[src/rtl/tecs_pkg.sv]
// ----------------------------------------------------------------------------
// tecs_pkg
// Shared widths, codes and types of the table entry statistics collector.
// ----------------------------------------------------------------------------
package tecs_pkg;

  localparam int unsigned WindowDepth = 4096;

  localparam int unsigned IdW      = 32;
  localparam int unsigned KeyW     = 16;
  localparam int unsigned ValW     = 24;
  localparam int unsigned TypeW    = 3;
  localparam int unsigned SizeW    = 48;
  localparam int unsigned CountW   = 40;
  localparam int unsigned HalfW    = 20;
  localparam int unsigned WinW     = 13;
  localparam int unsigned CfgIdxW  = 8;
  localparam int unsigned CfgDataW = 48;

  localparam logic [KeyW-1:0] MinKeyLen = KeyW'(4);

  typedef enum logic [TypeW-1:0] {
    EtPut          = 3'd0,
    EtDelete       = 3'd1,
    EtSingleDelete = 3'd2,
    EtMerge        = 3'd3,
    EtOther        = 3'd4
  } entry_type_e;

  typedef enum logic [CfgIdxW-1:0] {
    CfgWindowLen          = 8'd0,
    CfgDeleteThreshold    = 8'd1,
    CfgFileSizeThreshold  = 8'd2,
    CfgCountSingleDeletes = 8'd3
  } cfg_idx_e;

  typedef struct packed {
    logic [WinW-1:0]  window_len;
    logic [WinW-1:0]  delete_threshold;
    logic [SizeW-1:0] file_size_threshold;
    logic             count_single_deletes;
  } cfg_t;

  typedef struct packed {
    logic acc;
    logic en;
    logic is_del;
    logic go;
  } win_ctl_t;

  typedef struct packed {
    logic [WinW-1:0] count;
    logic [WinW-1:0] max;
  } win_stat_t;

endpackage

[src/rtl/tecs_if.sv]


interface tecs_cfg_if;
  logic                          valid;
  logic                          ready;
  logic [tecs_pkg::CfgIdxW-1:0]  index;
  logic [tecs_pkg::CfgDataW-1:0] data;

  modport source(output valid, index, data, input ready);
  modport sink(input valid, index, data, output ready);
endinterface

[src/rtl/tecs_cfg_regs.sv]
// ----------------------------------------------------------------------------
// tecs_cfg_regs
// Configuration register bank; writes to unknown indexes are dropped.
// ----------------------------------------------------------------------------
module tecs_cfg_regs (
  input  logic           clk_i,
  input  logic           rst_ni,
  tecs_cfg_if.sink       cfg_i,
  output tecs_pkg::cfg_t cfg_o
);

  tecs_pkg::cfg_t cfg_q, cfg_d;

  assign cfg_i.ready = 1'b1;

  always_comb begin
    cfg_d = cfg_q;
    if (cfg_i.valid) begin
      unique case (cfg_i.index)
        tecs_pkg::CfgWindowLen: begin
          cfg_d.window_len = cfg_i.data[tecs_pkg::WinW-1:0];
        end
        tecs_pkg::CfgDeleteThreshold: begin
          cfg_d.delete_threshold = cfg_i.data[tecs_pkg::WinW-1:0];
        end
        tecs_pkg::CfgFileSizeThreshold: begin
          cfg_d.file_size_threshold = cfg_i.data[tecs_pkg::SizeW-1:0];
        end
        tecs_pkg::CfgCountSingleDeletes: begin
          cfg_d.count_single_deletes = cfg_i.data[0];
        end
        default: begin
          cfg_d = cfg_q;
        end
      endcase
    end
  end

  always_ff @(posedge clk_i or negedge rst_ni) begin
    if (!rst_ni) begin
      cfg_q <= '0;
    end else begin
      cfg_q <= cfg_d;
    end
  end

  assign cfg_o = cfg_q;

endmodule

[src/flat_wrapper.sv]
// flat-port wrapper written by rule: the top's interface ports become plain ports
module tecs_cfg_regs_flat 
  (clk_i, rst_ni, cfg_o, cfg_i_valid, cfg_i_index, cfg_i_data, cfg_i_ready);
  tecs_cfg_if cfg_i_i ();
  input  logic clk_i;
  input  logic rst_ni;
  output tecs_pkg::cfg_t cfg_o;
  input wire logic [$bits(cfg_i_i.valid)-1:0] cfg_i_valid;
  input wire logic [$bits(cfg_i_i.index)-1:0] cfg_i_index;
  input wire logic [$bits(cfg_i_i.data)-1:0] cfg_i_data;
  output wire logic [$bits(cfg_i_i.ready)-1:0] cfg_i_ready;
  assign cfg_i_i.valid = cfg_i_valid;
  assign cfg_i_i.index = cfg_i_index;
  assign cfg_i_i.data = cfg_i_data;
  assign cfg_i_ready = cfg_i_i.ready;
  tecs_cfg_regs u_core (.clk_i(clk_i), .rst_ni(rst_ni), .cfg_i(cfg_i_i), .cfg_o(cfg_o));
endmodule
[config.mk]
export PLATFORM = sky130hd
export DESIGN_NAME = tecs_cfg_regs_flat
export DESIGN_NICKNAME = d
export VERILOG_FILES = /design/src/rtl/tecs_pkg.sv /design/src/rtl/tecs_if.sv /design/src/rtl/tecs_cfg_regs.sv /design/src/flat_wrapper.sv
export SDC_FILE = /design/constraint.sdc
export NUM_CORES = 1
export LEC_CHECK = 0
export ABC_CLOCK_PERIOD_IN_PS = 900
export BUFFER_PORTS_ARGS = -buffer_cell sky130_fd_sc_hd__buf_2
export CELL_PAD_IN_SITES_DETAIL_PLACEMENT = 1
export CELL_PAD_IN_SITES_GLOBAL_PLACEMENT = 2
export CORE_MARGIN = 10
export CORE_UTILIZATION = 30
export CTS_BUF_LIST = sky130_fd_sc_hd__clkbuf_16
export DETAILED_ROUTE_END_ITERATION = 12
export GPL_TIMING_DRIVEN = 1
export HOLD_SLACK_MARGIN = 0.05
export PLACE_DENSITY = 0.86
export SYNTH_ARGS = -nofsm -noshare
export SYNTH_HDL_FRONTEND = slang
export SYNTH_SLANG_ARGS = --single-unit
[constraint.sdc]
create_clock -name clk_i -period 0.9 [get_ports clk_i]
set_input_delay 0.18 -clock clk_i [delete_from_list [all_inputs] [get_ports clk_i]]
set_output_delay 0.18 -clock clk_i [all_outputs]
set_load 0.03 [all_outputs]
==> results of run 1 <==
## layout by cell type, fill, tap and decap left out, drive strengths merged
cell type	synthesis	layout
bufinv	0	2
nand4	1	1
mux2	75	75
nor3	1	1
buf	8	195
inv	0	2
clkbuf	0	13
nor4b	1	1
clkinv	0	3
and4bb	1	1
dfrtp	75	75
dlygate4sd3	0	1
nand4b	1	1
conb	1	1
and4b	1	1
## synthesized netlist by cell type
cell type and number:
and4b_4 1, and4bb_2 1, buf_2 1, buf_4 4
buf_6 1, buf_8 2, conb_1 1, dfrtp_1 75
mux2_1 2, mux2_2 73, nand4_1 1, nand4b_1 1
nor3_1 1, nor4b_4 1
## metrics by stage
stage,cells,worst slack (ns),util [%]
after floorplan,165,-0.573,-
after global placement,425,-0.727,41.5
after detailed placement,425,-0.777,41.5
after CTS,477,-0.412,54.6
after global routing,502,-0.442,57.8
final,502,-0.392,57.8
## layout make-up
type | instances | area (um2) | share of cell area, %
Sequential cell | 75 | 1880 | 35.0
Timing Repair Buffer | 200 | 1860 | 34.6
Multi-Input combinational cell | 82 | 1160 | 21.6
Clock buffer | 9 | 225 | 4.20
Tap cell | 129 | 161 | 3.01
Clock inverter | 7 | 85.1 | 1.59
## power breakdown
group          internal, uW  switching (uW)  leakage, uW
Clock                  2400            1340     0.000159
Sequential             3540             130      0.00103
Combinational           740             664      0.00160
## routing by layer
layer	global-route usage, %	vias to the layer above
met3	6.38	6
met5	0	-
met2	24.8	84
met1	15.1	1159
met4	2.09	0
li1	-	991
## cell families (layout without fill, tap and decap cells)
family / count (synthesis) / count (layout) / synth area share [%]
buf+inv: 8 / 216 / 2.66
flops: 75 / 75 / 65.4
other cells: 1 / 1 / 0.131
simple gates: 6 / 6 / 2.44
mux: 75 / 75 / 29.4
## worst reg2reg max path: stages (launching register included)
cell	delay (ns)
dfrtp_1	0.41
buf_4	0.14
buf_4	0.12
mux2_4	0.26
## path summary, 6_finish.rpt
check                              endpoint  slack, ns  depth (start not counted)
min in group asynchronous  u_core.cfg_o[46]       0.40                          3
min                        u_core.cfg_o[35]       0.09                          2
max reg2reg                u_core.cfg_o[34]      -0.15                          3
max                        u_core.cfg_o[34]      -0.39                          6
min reg2reg                u_core.cfg_o[56]       0.53                          1
max in group asynchronous  u_core.cfg_o[73]       0.28                          3
## timing repair
item,CTS,global route
cloned,3,4
endpoints found under the setup margin,149,150
pin swaps,2,2
hold buffers,1,0
hold endpoints to repair,75,0
resized for setup,172,19
setup buffers,32,24
==> run metrics, run 1 <==
total wire length=10,900 um; M1 WL=4170 um; FF+latch count, synth=75; vias in the first global route=2,536; max_cap viols=0; CTS tree=done; die span in x=118 um; Yosys top cell by area=dfrtp_1; Layout fillers=892; setup TNS=-36.70 ns; # diodes=0; Pre-antenna DRT Iters=4; Worst Clk Skew=0 ns; Root Driver=clkbuf_16; via count=2,240; first-pass GRT wire length=15,500 um; Routed Antenna Nets=0; H-tree depth=3; row count=35; Final period util=144%; Initial Util=30.9%; remaining global-route overflow=0; syn_nets=224; Final min period=1.29 ns; share of the synthesized area in the top cell type=65.4%; cell count after synthesis=165; nets=427; number of remaining DRC errors=0; Worst Path Arrival=1.50 ns; Hold Slack=0.0868 ns; Avg Vias per Cell=4.46; sequential fraction of the synthesis area=65.4%; Setup crit end kind=register; RSZ-0062 raised after global routing=yes; Yosys cell types=14; final HPWL from detailed placement=6060 um; antenna violations before repair=0; Critical Path Source=cfg_i_index[3]; share of layout cells above drive strength 1=78.0%; I/O pin cnt=135; WL/cell=21.8 um; DP Area=0.00386 mm2; Hold Startpoint=cfg_i_data[34]; highest metal used=met4; largest cells by area after synthesis=dfrtp_1, mux2_2, buf_4; met3 WL=754 um; Hold Crit Class=input port to register; Pins Over Slew Limit=0; CP max-delay cell=and4b_4; CP Launch Type=input port; die area=0.0139 mm2; f_max=774 MHz; P&R area growth vs syn=86.8%; Max FO, Critical Path=6; Power, Total=8810 uW; total global-route track usage=14.0%; met2 wire len=5940 um; status=finished, violations left; Clock Sinks=75; Worst-Skew Late Latency=0.32 ns; Peak VDD IR=0.00118 V; CP Data Required Time=1.11 ns; PortBufs=133; setup ws final=-0.392 ns; largest net degree at the start of global routing=40; Syn Std Cell Area=0.00287 mm2; Pleak=0.00280 uW; Die Span Y=118 um; CTS buffer count=9; post-route cell area=0.00536 mm2; Clk pin slew, worst setup/hold paths=0.06 ns; clock buffer depth=2; setup violators final=150; critical path class=input port to register; Core Area=0.00928 mm2; Reg2Reg Launch Point=u_core.cfg_o[34]; top cell family by delay on the critical path=simple AND/OR/NAND/NOR gates; number of DRC markers in iteration 0=39; Avg Cell Area, Syn=17.4 um2; Yosys warnings=0; Hold Fails Final Rpt=0; gp weighted congestion=0.731; PwrDens=1640 mW/mm2; CP Buf/Inv Count=3; Largest stage delay, worst path=0.33 ns; critical path, cell by cell=buf_6, nor4b_4, and4b_4, buf_12, clkbuf_16, mux2_4; failing checks=negative setup slack; max FFs per register=75
(Power assumes the default switching activity.)
==> inputs of run 2 (changes only) <==
- REMOVE_ABC_BUFFERS: default -> 1
==> run 2 against run 1 <==
  * The flow still finishes with violations (negative setup slack)
  * Worst setup slack got worse by 0.036 ns
  * Sequential power barely moved
  * Register-to-register slack barely moved
  * Combinational power fell by 4%
  * Non-clock buffer count fell by 12
  * Sequential cell count did not move
  * Die area did not move
  * Total power rose by 2.2%
  * First-iteration DRC count rose by 13%
  * Clock skew did not move
  * Critical endpoint is now u_core.cfg_o[69]
  * Largest power group unchanged
==> run metrics, run 2 (synthesis results as in run 1) <==
status=finished, violations left; failing checks=negative setup slack; setup violators final=150; critical path class=input port to register; critical path, cell by cell=buf_6, nor4b_4, buf_4, and4bb_2, buf_6, buf_12, mux2_4; RSZ-0062 raised after global routing=yes; PortBufs=133; CP max-delay cell=mux2_4; Routed Antenna Nets=0; P&R area growth vs syn=83.9%; CTS buffer count=9; antenna violations before repair=0; f_max=753 MHz; largest net degree at the start of global routing=38; Largest stage delay, worst path=0.30 ns; Final period util=148%; Layout fillers=892; Worst Path Arrival=1.53 ns; vias in the first global route=2,472; Hold Fails Final Rpt=0; final HPWL from detailed placement=6050 um; setup ws final=-0.428 ns; CP Data Required Time=1.10 ns; Root Driver=clkbuf_16; total global-route track usage=13.5%; Core Area=0.00928 mm2; Peak VDD IR=0.000797 V; max FFs per register=75; total wire length=9970 um; most frequent CP cell=buf_6; Clock Sinks=75; Max FO, Critical Path=6; die span in x=118 um; gp weighted congestion=0.728; first-pass GRT wire length=15,000 um; Initial Util=30.9%; Avg Vias per Cell=4.45; max_cap viols=0; nets=415; number of DRC markers in iteration 0=44; number of remaining DRC errors=0; Pins Over Slew Limit=0; Hold Startpoint=cfg_i_data[27]; Pre-antenna DRT Iters=3; Final min period=1.33 ns; pre-CTS WS=-0.763 ns; H-tree depth=3; Die Span Y=118 um; share of layout cells above drive strength 1=77.5%; most frequent cells in the layout=buf_6, dfrtp_1, mux2_4; via count=2,178; CTS tree=done; die area=0.0139 mm2; Worst Clk Skew=0 ns; remaining global-route overflow=0; Worst-Skew Late Latency=0.32 ns; Hold Crit Class=input port to register; # diodes=0; setup TNS=-37.43 ns; Reg2Reg Launch Point=u_core.cfg_o[19]; row count=35; Critical Path Source=cfg_i_index[3]; clock buffer depth=2; PwrDens=1710 mW/mm2; CP Launch Type=input port; commonest non-fill, non-tap cell in the layout=buf_6; Setup crit end kind=register; Clk pin slew, worst setup/hold paths=0.06 ns; Pleak=0.00273 uW; I/O pin cnt=135; WL/cell=20.4 um
==> run 2: cell types whose count changed in the layout (fill, tap and decap cells not counted), moves of 2 or more <==
cell       change
buf_8          -2
mux2_4         -3
buf_16         +2
buf_6          +3
mux2_2         +3
buf_4         -12
clkbuf_16      -2
==> run 2: final cells by class <==
| type | count | area, um2 | area share (%) |
|---|---|---|---|
| sequential | 75 | 1880 | 35.5 |
| timing repair buffer | 188 | 1770 | 33.5 |
| clock buffer | 9 | 225 | 4.27 |
| clock inverter | 6 | 106 | 2.01 |
| tap | 129 | 161 | 3.06 |
| multi-input combinational | 82 | 1140 | 21.6 |
==> run 2: repair_timing <==
item	in CTS	in global routing
buffers inserted	13	27
endpoints found under the setup margin	150	150
hold buffers	1	0
hold endpoints to repair	75	0
pin swaps	2	3
resized for setup	205	15
cloned	4	2
==> run 2: final timing paths <==
kind                                          to  slack, ns  cells past startpoint
worst max-delay path            u_core.cfg_o[69]      -0.43                      7
min in group asynchronous       u_core.cfg_o[13]       0.24                      2
worst max register to register  u_core.cfg_o[19]      -0.14                      3
max in group asynchronous       u_core.cfg_o[29]       0.22                      3
worst min-delay path            u_core.cfg_o[28]       0.08                      2
worst min register to register  u_core.cfg_o[66]       0.53                      1
==> run 2: power by group <==
group | leakage, uW | total [uW] | switching [uW] | internal [uW]
logic | 0.00154 | 1340 | 638 | 705
registers | 0.00103 | 3660 | 128 | 3540
clock network | 0.000164 | 4000 | 1320 | 2680
total | 0.00273 | 9010 | 2090 | 6920
==> run 2: routing by layer <==
metal,global-route usage (%),routed length [um],vias up
li1,-,-,968
met1,15.6,4100,1102
met2,21.7,4920,96
met3,5.76,824,12
met4,4.87,125,0
met5,0,0,-
==> run 2: worst max-delay path, delay by kind of cell <==
family | cells | cell delay [ns]
and+or+nand+nor | 2 | 0.55
buffers and inverters | 4 | 0.51
muxes | 1 | 0.30
==> run 2: metrics by stage <==
stage	total power [uW]	area, um2	hold slack (ns)	utilization, %	std cells
after floorplan	4150	2800	-0.116	-	157
after global placement	4590	3760	0.0338	40.5	429
after detailed placement	4620	3760	0.0318	40.5	429
after CTS	8990	4990	0.0702	53.8	461
after global routing	9350	5280	0.0707	56.9	489
final	9010	5280	0.0806	56.9	489
==> inputs of run 3 (changes only) <==
- CORE_MARGIN: 10 -> default
==> run 3 against run 2 <==
  * First-iteration DRC count decreased by 43%
  * Maximum frequency increased by 1.9%
  * Die area decreased by 28%
  * Clock skew unchanged
  * Largest power group unchanged
  * The flow still finishes with violations (negative setup slack)
  * Non-clock buffer count decreased by 19
  * Clock power decreased by 1%
==> run metrics, run 3 (synthesis results as in run 1) <==
status=finished, violations left; failing checks=negative setup slack; remaining global-route overflow=0; Final min period=1.30 ns; PortBufs=133; Worst Path Arrival=1.50 ns; CP Buf/Inv Count=2; Hold Crit Class=input port to register; Avg Vias per Cell=4.37; first-pass GRT wire length=11,600 um; Non-Filler Instances=470; setup violators final=150; CP Launch Type=input port; PwrDens=1820 mW/mm2; Worst-Skew Late Latency=0.31 ns; CP max-delay cell=mux2_2; commonest non-fill, non-tap cell in the layout=buf_6; Final period util=145%; Reg2Reg Depth=3; cell count after placement=429; Hold Fails Final Rpt=0; Layout fillers=910; Pins Over Slew Limit=0; clock buffer depth=2; Hold EP=u_core.cfg_o[29]; antenna violations before repair=0; most frequent cells in the layout=buf_6, dfrtp_1, buf_2; CTS buffer count=9; nets=396; Root Driver=clkbuf_16; total global-route track usage=15.1%; Pleak=0.00254 uW; Pre-antenna DRT Iters=2; gp weighted congestion=0.701; total wire length=7280 um; final HPWL from detailed placement=4620 um; number of remaining DRC errors=0; max_cap viols=0; WL/cell=15.5 um; reg2reg end=u_core.cfg_o[67]; RSZ-0062 raised after global routing=yes; Setup crit end kind=register; P&R area growth vs syn=68.5%; final core occ=52.3%; Largest stage delay, worst path=0.36 ns; Reg2Reg Setup Slack=-0.12 ns; die span in x=99.8 um; Worst Hold Depth=2; max FFs per register=75; critical path class=input port to register; CP Data Required Time=1.10 ns; critical path, cell by cell=buf_6, nor4b_4, and4b_4, buf_12, mux2_2; Core Area=0.00924 mm2; H-tree depth=3; Worst Clk Skew=0 ns; Clk pin slew, worst setup/hold paths=0.05 ns; I/O pin cnt=135; Initial Util=31.1%; die area=0.00997 mm2; share of layout cells above drive strength 1=75.4%; Hold Startpoint=cfg_i_data[28]; Clock Sinks=75; CTS tree=done; Reg2Reg Launch Point=u_core.cfg_o[67]; Die Span Y=99.8 um; Peak VDD IR=0.000851 V; row count=35; top cell family by delay on the critical path=simple AND/OR/NAND/NOR gates; number of DRC markers in iteration 0=25; Critical Path Source=cfg_i_index[6]; vias in the first global route=2,334; setup ws final=-0.403 ns; Routed Antenna Nets=0; Max FO, Critical Path=28; f_max=767 MHz; largest net degree at the start of global routing=76; # diodes=0; via count=2,056
-- run 3: cell count changes in the layout (fill, tap and decap cells not counted), moves of 2 or more --
cell	previous run	this run
buf_4	39	29
buf_12	7	3
mux2_4	58	19
clkbuf_16	11	9
mux2_2	17	54
buf_6	82	80
buf_16	3	0
mux2_1	0	2
-- run 3: routing by layer --
metal  vias to the layer above  share of wire [%]  wire length, um  track usage [%]
li1                        926                  -                -                -
met4                         0               0.95               69             6.11
met1                      1031                 41             2960             18.5
met5                         -                  0                0                0
met2                        91                 51             3730             24.9
met3                         8                7.1              515             4.46
-- run 3: worst register-to-register path: cells and delay by family, from the launching register on --
family                 cells  cell delay [ns]
buffers and inverters      2             0.26
DFF                        1             0.39
muxes                      1             0.26
-- run 3: worst max-delay path by stage --
stage,endpoint,slack [ns],cells past startpoint
2_1_floorplan,u_core.cfg_o[10],-0.73,3
3_3_place_gp,u_core.cfg_o[27],-0.70,5
3_5_place_dp,u_core.cfg_o[24],-0.74,5
4_1_cts,u_core.cfg_o[27],-0.37,5
5_1_grt,u_core.cfg_o[42],-0.44,6
6_report,u_core.cfg_o[23],-0.40,5
-- run 3: timing repair --
| item | CTS | global route |
|---|---|---|
| setup endpoints to repair | 150 | 150 |
| hold buffers | 1 | 0 |
| gates resized for setup | 171 | 5 |
| endpoints found under the hold margin | 75 | 0 |
| pin swaps | 2 | 1 |
| buffers inserted | 10 | 15 |
-- run 3: where the power goes --
group	switching [uW]	leakage (uW)	internal, uW	total, uW
Sequential	120	0.00103	3540	3660
Clock	1280	0.000157	2670	3950
Combinational	599	0.00135	618	1220
-- run 3: cell type report --
type | count | area, um2 | area share, %
tap | 129 | 161 | 3.34
clock buffer | 9 | 225 | 4.66
clock inverter | 6 | 105 | 2.17
timing repair buffer | 169 | 1480 | 30.6
sequential | 75 | 1880 | 38.8
multi-input combinational | 82 | 990 | 20.5
-- run 3: through the flow --
step                cell area, um2  hold WS [ns]  TNS (ns)  worst slack [ns]  total power (uW)
floorplan                     2800        -0.116    -48.96            -0.729              4150
global placement              3740         0.227    -48.44            -0.696              4560
detailed placement            3740         0.233    -50.98            -0.740              4590
CTS                           4710        0.0744    -34.48            -0.372              8880
global route                  4840        0.0765    -41.32            -0.445              9160
finish                        4840        0.0844    -35.92            -0.403              8830
